**src/rtl/pba_pkg.sv**
```systemverilog
// ----------------------------------------------------------------------------
// pba_pkg
// Shared types and constants for the paged bump allocator.
// ----------------------------------------------------------------------------
package pba_pkg;

    localparam int PBA_MAX_PAGES_DEF = 64;

    localparam int SIZE_W   = 24;
    localparam int ALIGN_W  = 5;
    localparam int PSIZE_W  = 25;
    localparam int PAGE_W   = 6;
    localparam int STATUS_W = 2;
    // Wide enough for a 24-bit value aligned up to 2^31.
    localparam int CALC_W   = 33;

    localparam logic [PSIZE_W-1:0] PAGE_SIZE_RST = 25'd2097152;
    localparam logic [PSIZE_W-1:0] PAGE_SIZE_CAP = 25'd16777216;

    localparam logic FUNC_ALLOC = 1'b0;
    localparam logic FUNC_RESET = 1'b1;

    localparam logic [STATUS_W-1:0] STAT_OK       = 2'd0;
    localparam logic [STATUS_W-1:0] STAT_TOO_BIG  = 2'd1;
    localparam logic [STATUS_W-1:0] STAT_NO_PAGES = 2'd2;

    typedef struct packed {
        logic               func;
        logic [SIZE_W-1:0]  request_size;
        logic [ALIGN_W-1:0] align_log2;
    } pba_req_t;

    typedef struct packed {
        logic [STATUS_W-1:0] status;
        logic [PAGE_W-1:0]   page_index;
        logic [SIZE_W-1:0]   byte_offset;
        logic                new_page;
    } pba_rsp_t;

    // Controller to datapath commands
    typedef struct packed {
        logic load;    // capture the request
        logic calc;    // align offset and size
        logic commit;  // choose page, update state, load result
    } pba_cmd_t;

endpackage

```
**src/rtl/pba_ctrl.sv**
```systemverilog
// ----------------------------------------------------------------------------
// pba_ctrl
// Sequencer: capture, align, commit, then hold the result until taken.
// ----------------------------------------------------------------------------
module pba_ctrl (
    input  logic              clk,
    input  logic              rst_n,
    input  logic              in_valid,
    output logic              in_ready,
    output logic              out_valid,
    input  logic              out_ready,
    output pba_pkg::pba_cmd_t cmd
);
    import pba_pkg::*;

    typedef enum logic [3:0] {
        ST_IDLE   = 4'b0001,
        ST_CALC   = 4'b0010,
        ST_DECIDE = 4'b0100,
        ST_OUT    = 4'b1000
    } pba_state_t;

    pba_state_t state_reg, state_next;

    always_comb
    begin
        state_next = state_reg;
        case (state_reg)
            ST_IDLE:
            begin
                if (in_valid)
                begin
                    state_next = ST_CALC;
                end
            end
            ST_CALC:   state_next = ST_DECIDE;
            ST_DECIDE: state_next = ST_OUT;
            ST_OUT:
            begin
                if (out_ready)
                begin
                    state_next = ST_IDLE;
                end
            end
            default:   state_next = ST_IDLE;
        endcase
    end

    always_ff @(posedge clk or negedge rst_n)
    begin
        if (!rst_n)
        begin
            state_reg <= ST_IDLE;
        end
        else
        begin
            state_reg <= state_next;
        end
    end

    assign in_ready   = (state_reg == ST_IDLE);
    assign out_valid  = (state_reg == ST_OUT);
    assign cmd.load   = in_ready && in_valid;
    assign cmd.calc   = (state_reg == ST_CALC);
    assign cmd.commit = (state_reg == ST_DECIDE);

    a_accept_to_calc: assert property (@(posedge clk) disable iff (!rst_n)
        (in_valid && in_ready) |=> cmd.calc)
        else $error("accepted request did not start alignment");

    a_commit_to_out: assert property (@(posedge clk) disable iff (!rst_n)
        cmd.commit |=> out_valid)
        else $error("commit not followed by a valid result");

    a_out_held: assert property (@(posedge clk) disable iff (!rst_n)
        (out_valid && !out_ready) |=> (out_valid && !in_ready))
        else $error("stalled result dropped or new request taken");

endmodule

```
**src/rtl/pba_datapath.sv**
```systemverilog
// ----------------------------------------------------------------------------
// pba_datapath
// Page size register, allocator state, alignment math and result register.
// ----------------------------------------------------------------------------
module pba_datapath #(
    parameter int MAX_PAGES = pba_pkg::PBA_MAX_PAGES_DEF
) (
    input  logic                           clk,
    input  logic                           rst_n,
    input  logic                           cfg_we,
    input  logic [pba_pkg::PSIZE_W-1:0]    cfg_data,
    input  pba_pkg::pba_req_t              in_req,
    input  pba_pkg::pba_cmd_t              cmd,
    output pba_pkg::pba_rsp_t              out_rsp
);
    import pba_pkg::*;

    localparam int CW = $clog2(MAX_PAGES + 1);
    localparam int PW = (CW > PAGE_W) ? CW : PAGE_W;
    localparam logic [CW-1:0] MAX_CNT = CW'(MAX_PAGES);

    logic [PSIZE_W-1:0] page_size_reg;
    pba_req_t           req_reg;
    logic [PSIZE_W-1:0] psz_reg;
    logic [CALC_W-1:0]  asz_reg;
    logic [CALC_W-1:0]  off_reg;
    logic               too_big_reg;
    logic [PSIZE_W-1:0] fill_offset_reg, fill_offset_next;
    logic [PAGE_W-1:0]  active_page_reg, active_page_next;
    logic [CW-1:0]      pages_made_reg, pages_made_next;
    logic [CW-1:0]      free_count_reg, free_count_next;
    pba_rsp_t           rsp_reg, rsp_next;

    // Alignment stage
    logic [CALC_W-1:0]  mask;
    logic [CALC_W-1:0]  asz_calc;
    logic [CALC_W-1:0]  off_calc;
    logic [PSIZE_W-1:0] psz_calc;

    always_comb
    begin
        mask     = (CALC_W'(1) << req_reg.align_log2) - CALC_W'(1);
        asz_calc = (CALC_W'(req_reg.request_size) + mask) & ~mask;
        off_calc = (CALC_W'(fill_offset_reg) + mask) & ~mask;
        psz_calc = (page_size_reg > PAGE_SIZE_CAP) ? PAGE_SIZE_CAP : page_size_reg;
    end

    always_ff @(posedge clk)
    begin
        if (cmd.load)
        begin
            req_reg <= in_req;
        end
        if (cmd.calc)
        begin
            asz_reg     <= asz_calc;
            off_reg     <= off_calc;
            psz_reg     <= psz_calc;
            too_big_reg <= (CALC_W'(req_reg.request_size) >= CALC_W'(psz_calc))
                        || (asz_calc > CALC_W'(psz_calc));
        end
    end

    // Commit stage
    logic [CALC_W:0]   end_sum;
    logic              fits;
    logic              need_page;
    logic [PW-1:0]     page_sel;

    always_comb
    begin
        end_sum   = {1'b0, off_reg} + {1'b0, asz_reg};
        fits      = (off_reg < CALC_W'(psz_reg)) && (end_sum <= (CALC_W + 1)'(psz_reg));
        need_page = (pages_made_reg == '0) || !fits;
        page_sel  = PW'(active_page_reg);

        fill_offset_next = fill_offset_reg;
        active_page_next = active_page_reg;
        pages_made_next  = pages_made_reg;
        free_count_next  = free_count_reg;
        rsp_next         = '0;
        rsp_next.status  = STAT_OK;

        if (req_reg.func == FUNC_RESET)
        begin
            fill_offset_next = '0;
            active_page_next = '0;
            free_count_next  = (pages_made_reg != '0) ? pages_made_reg - CW'(1) : '0;
        end
        else if (too_big_reg)
        begin
            rsp_next.status = STAT_TOO_BIG;
        end
        else if (need_page && free_count_reg == '0 && pages_made_reg >= MAX_CNT)
        begin
            rsp_next.status = STAT_NO_PAGES;
        end
        else
        begin
            if (need_page)
            begin
                if (free_count_reg != '0)
                begin
                    page_sel        = PW'(free_count_reg);
                    free_count_next = free_count_reg - CW'(1);
                end
                else
                begin
                    page_sel          = PW'(pages_made_reg);
                    pages_made_next   = pages_made_reg + CW'(1);
                    rsp_next.new_page = 1'b1;
                end
                // new page: start at offset zero
                fill_offset_next = PSIZE_W'(asz_reg);
                rsp_next.byte_offset = '0;
            end
            else
            begin
                fill_offset_next     = PSIZE_W'(end_sum);
                rsp_next.byte_offset = off_reg[SIZE_W-1:0];
            end
            active_page_next    = page_sel[PAGE_W-1:0];
            rsp_next.page_index = page_sel[PAGE_W-1:0];
        end
    end

    always_ff @(posedge clk or negedge rst_n)
    begin
        if (!rst_n)
        begin
            page_size_reg   <= PAGE_SIZE_RST;
            fill_offset_reg <= '0;
            active_page_reg <= '0;
            pages_made_reg  <= '0;
            free_count_reg  <= '0;
        end
        else
        begin
            if (cfg_we)
            begin
                page_size_reg <= cfg_data;
            end
            if (cmd.commit)
            begin
                fill_offset_reg <= fill_offset_next;
                active_page_reg <= active_page_next;
                pages_made_reg  <= pages_made_next;
                free_count_reg  <= free_count_next;
            end
        end
    end

    always_ff @(posedge clk)
    begin
        if (cmd.commit)
        begin
            rsp_reg <= rsp_next;
        end
    end

    assign out_rsp = rsp_reg;

    a_pages_bound: assert property (@(posedge clk) disable iff (!rst_n)
        pages_made_reg <= MAX_CNT)
        else $error("page count beyond limit");

    a_free_below_made: assert property (@(posedge clk) disable iff (!rst_n)
        (free_count_reg == '0) || (free_count_reg < pages_made_reg))
        else $error("free set reaches past created pages");

    a_new_page_counts: assert property (@(posedge clk) disable iff (!rst_n)
        (cmd.commit && rsp_next.new_page)
            |=> (pages_made_reg == $past(pages_made_reg) + CW'(1)))
        else $error("fresh page reported without count update");

endmodule

```
**src/rtl/paged_bump_allocator.sv**
```systemverilog
// ----------------------------------------------------------------------------
// paged_bump_allocator
// Linear bump allocator over fixed-size pages with page recycling.
// ----------------------------------------------------------------------------
// Usage:
//   Requests enter on in_valid/in_ready with in_req (func, request_size,
//   align_log2); results leave on out_valid/out_ready with out_rsp (status,
//   page_index, byte_offset, new_page). Every request, allocate or reset,
//   yields exactly one result.
//   cfg_we/cfg_data write the page size; write it only while the block idles.
//   After a request is accepted it passes the align state, then the commit
//   state that loads the result register, before out_valid rises. in_ready
//   returns the cycle after the result is taken; the controller runs a
//   single request at a time.
//   A stalled receiver holds the result steady and keeps in_ready low.
//   After rst_n: page size 2097152, no pages created, free set empty, offset
//   zero. A reset request rewinds to page 0 and frees pages 1..made-1, which
//   are then reused highest index first before fresh pages are made.
//   Status: too big when the size reaches a page or its aligned form
//   exceeds it; out of pages when a new page is needed, MAX_PAGES in use.
// ----------------------------------------------------------------------------
module paged_bump_allocator #(
    parameter int MAX_PAGES = pba_pkg::PBA_MAX_PAGES_DEF
) (
    input  logic                        clk,
    input  logic                        rst_n,
    input  logic                        cfg_we,
    input  logic [pba_pkg::PSIZE_W-1:0] cfg_data,
    input  logic                        in_valid,
    output logic                        in_ready,
    input  pba_pkg::pba_req_t           in_req,
    output logic                        out_valid,
    input  logic                        out_ready,
    output pba_pkg::pba_rsp_t           out_rsp
);
    import pba_pkg::*;

    pba_cmd_t cmd;

    // Sequencer: one request in flight
    pba_ctrl u_ctrl (
        .clk       (clk),
        .rst_n     (rst_n),
        .in_valid  (in_valid),
        .in_ready  (in_ready),
        .out_valid (out_valid),
        .out_ready (out_ready),
        .cmd       (cmd)
    );

    // Page state, alignment math, result register
    pba_datapath #(
        .MAX_PAGES (MAX_PAGES)
    ) u_datapath (
        .clk      (clk),
        .rst_n    (rst_n),
        .cfg_we   (cfg_we),
        .cfg_data (cfg_data),
        .in_req   (in_req),
        .cmd      (cmd),
        .out_rsp  (out_rsp)
    );

endmodule

```
**config.mk**
```make
export PLATFORM = sky130hd
export DESIGN_NAME = paged_bump_allocator
export DESIGN_NICKNAME = d
export VERILOG_FILES = /design/src/rtl/pba_pkg.sv /design/src/rtl/pba_ctrl.sv /design/src/rtl/pba_datapath.sv /design/src/rtl/paged_bump_allocator.sv
export SDC_FILE = /design/constraint.sdc
export NUM_CORES = 1
export LEC_CHECK = 0
export BUFFER_PORTS_ARGS = -buffer_cell sky130_fd_sc_hd__buf_2
export CELL_PAD_IN_SITES_DETAIL_PLACEMENT = 0
export CELL_PAD_IN_SITES_GLOBAL_PLACEMENT = 1
export CORE_UTILIZATION = 45
export DETAILED_ROUTE_END_ITERATION = 8
export GPL_TIMING_DRIVEN = 1
export PLACE_DENSITY_LB_ADDON = 0.25
export SLEW_MARGIN = 30
export SYNTH_ARGS = -nofsm -noshare
export SYNTH_HDL_FRONTEND = slang
export SYNTH_SLANG_ARGS = --single-unit
export TNS_END_PERCENT = 30
```
**constraint.sdc**
```tcl
create_clock -name clk -period 11.2 [get_ports clk]
set_input_delay 0.56 -clock clk [delete_from_list [all_inputs] [get_ports clk]]
set_output_delay 0.56 -clock clk [all_outputs]
set_load 0.03 [all_outputs]
```
==> metrics.cfg <==
[routing]
drt_wl_total_microns = 44790
drt_pass1_iterations = 5
vias = 12390
drt.antenna.violating_nets = 0
wire_per_inst_microns = 20.98
drcViolationCount = 0
via_per_inst = 5.801
first_iter_violations = 833

[setup_path]
worst_setup_path_startpoint = u_datapath.req_reg[2]
r2r-start = u_datapath.req_reg[2]
r2r-end = u_datapath.too_big_reg
r2r_slack_ps = 3930
path_class = reg -> reg
crit_path_end = u_datapath.too_big_reg
startpoint_type = register
required_ps = 11490
critPathCaptureType = register
crit_arrival_ps = 7560
reg2reg_depth = 26
path_max_fanout = 27

[yosys]
synth_edf_count = 155
synth_area_leader_cell = edfxtp_1
synth-main-ff-cell = edfxtp_1
synth_top_family_by_area = compound AO/OA/AOI/OAI gates
ys_types = 82
synth-adder-area-share = 0.1535
synth.area.top_cells = edfxtp_1 29%, ha_1 15%, dfrtp_1 11%
synth_mux_area_frac = 0.03881
synth_area_sq_um = 15800
synth_warnings = 0
avgSynthCellArea_sq_um = 10.06
synthCells = 1570
yosysTopAreaCellShare = 0.2947
synth-compound-area-share = 0.1660
synth_xor_area_frac = 0.03826
ys_seq_elements = 229
yosys.area_share.simple = 0.1568
synthArstFlopShare = 0.3231
synth_seq_area_share = 0.4120

[global_route]
grt_overflow_total = 0
track_usage = 0.2530
grt_pass1_vias = 12200
antenna_found_initial = 0
grt_pass1_wl_microns = 69450
grt_max_degree = 73

[clock_tree]
h-tree-depth = 1
clk_latency_ps = 570
cts_resized = 0
cts_made_buffers = 28
clk_pin_slew_ps = 60
cts.sinks = 229
root_buffer = clkbuf_16
hold_buffers = 1
postCtsSetupBuffers = 0
tritoncts = built
clk_path_buf_depth = 3

[floorplanning]
placementRows = 68
fp.dieArea_sq_um = 35860
core_area_sq_um = 34540
start_util = 0.4573
die_width_microns = 189.4
die_h_microns = 189.4
ioPinCount = 95

[flow_run]
maxCapViolations = 0

[sta]
worst_slack_ps = 3933
period_share = 0.6488
hold_viol = 0
finClkSkew_ps = 14.69
fin_tns_setup_ps = 0
finalSetupViolations = 0
rsz0062_at_grt = false
drv_slew = 0
slew_headroom = 0.3044
fmax_mhz = 137.6
worstMarginPinSlew_ps = 1041
finalCriticalPeriod_ps = 7267

[placement]
port_buffers = 94
gp_congestion = 0.9085
placed_cells = 2082
dp_hpwl_microns = 35650
place_ws_ps = 3942

[status]
status = finished clean

[power_and_ir_drop]
p_leak_nw = 7.749
finalPower_w = 0.004189
p_per_area_nw_per_um2 = 237.5
peakVddDrop_v = 0.0001529

[final_layout]
final_layout_size_suffix_gt1_frac = 0.1190
nNetsFinal = 1910
antennaDiodeCount = 0
syn_to_final_growth_pct = 11.66
fill_cells = 3240
fin_util = 0.5106
instances_no_fill = 2135

[worst_hold_path]
hold_depth = 1
min_path_type = in -> reg

-- logic make-up (layout without fill, tap and decap cells) --
kind of cell	count (synthesis)	count (layout)
flip-flops	229	229
multiplexers	58	58
AND/OR/NAND/NOR	486	486
other	1	2
AO/OA/AOI/OAI	396	396
adder cells (fa/ha/maj)	192	192
XOR/XNOR	69	69
buffers and inverters	139	248
-- layer usage --
metal | track usage | vias up | routed length, microns | part of all wire
met1 | 0.3456 | 5934 | 20800 | 0.46
met3 | 0.02521 | 70 | 2192 | 0.049
met2 | 0.4172 | 359 | 20390 | 0.46
met5 | 0 | - | 0 | 0
met4 | 0.08747 | 0 | 1402 | 0.031
li1 | - | 6023 | - | -
-- cell usage in the layout, fill, tap and decap left out, drive strengths merged, types with 5 or more instances in the layout --
| cell | n |
|---|---|
| ha | 189 |
| edfxtp | 155 |
| nor2 | 133 |
| buf | 108 |
| nand2 | 102 |
| a21oi | 98 |
| inv | 85 |
| o21ai | 81 |
| dfrtp | 72 |
| a21o | 52 |
| and2 | 44 |
| xnor2 | 42 |
| nor3 | 39 |
| nand4 | 35 |
| mux2i | 32 |
| clkbuf | 31 |
| xor2 | 27 |
| nand2b | 26 |
| mux2 | 26 |
| o2bb2ai | 24 |
| a211oi | 21 |
| nor2b | 20 |
| nand3 | 19 |
| clkinv | 18 |
| o21a | 16 |
| a31oi | 14 |
| nor4 | 12 |
| o211ai | 12 |
| or3 | 10 |
| and3 | 10 |
| or2 | 8 |
| o21bai | 8 |
| nor3b | 6 |
| nor4b | 6 |
| o22ai | 5 |
| a41oi | 5 |
| o2111ai | 5 |
| a31o | 5 |
-- critical path: stages (launching register included) --
cell	delay [ps]
edfxtp_1	660
or3_1	560
nor3_1	310
inv_1	150
ha_1	500
nor3_1	350
a21oi_1	60
o21ai_0	580
ha_1	400
a21o_1	190
a21o_1	170
a21o_1	180
a21o_1	180
a221o_1	410
nand2_1	130
a31oi_1	170
a21o_1	220
a21oi_1	170
xor2_1	160
nor2_1	70
ha_1	320
nand4_1	100
or3_1	380
nor2_1	160
a31oi_1	110
a21oi_1	160
o311ai_1	110
-- worst min path at each step --
stage | start | end | slack (ps)
2_1_floorplan | rst_n | u_ctrl.state_reg[1] | 260
3_3_place_gp | rst_n | u_ctrl.state_reg[1] | 370
3_5_place_dp | rst_n | u_ctrl.state_reg[1] | 370
4_1_cts | in_req[17] | u_datapath.req_reg[17] | 140
5_1_grt | in_req[9] | u_datapath.req_reg[9] | 150
6_report | in_req[9] | u_datapath.req_reg[9] | 170
-- cells in the mapped netlist, drive strengths merged (39+ instances only) --
library cell	instances
ha	189
edfxtp	155
nor2	133
nand2	102
a21oi	98
inv	85
o21ai	81
dfrtp	72
a21o	52
and2	44
xnor2	42
nor3	39
-- where the power goes --
part | leakage [nW] | internal (W) | switching (W)
logic | 4.96 | 0.000812 | 0.00122
clock network | 0.429 | 0.000504 | 0.000368
registers | 2.36 | 0.00113 | 0.000157
total | 7.75 | 0.00245 | 0.00174
-- per-stage QoR --
step	cell area (sq um)	hold slack (ps)
floorplan	15800	264.4
global placement	16740	370.7
detailed placement	16740	372.9
CTS	17640	142.2
global route	17640	150.5
finish	17640	168.1
-- cell type report --
class                   count  area, sq um  area share
multi-input cells        1203         8756      0.4964
flip-flops and latches    229         6509      0.3690
clock buffers              31        711.9     0.04036
repair buffers            109        591.8     0.03355
well taps                 455        569.3     0.03228
inverters                  87        326.6     0.01851
clock inverters            21        173.9    0.009860
Power figures use the tool's default switching activity.
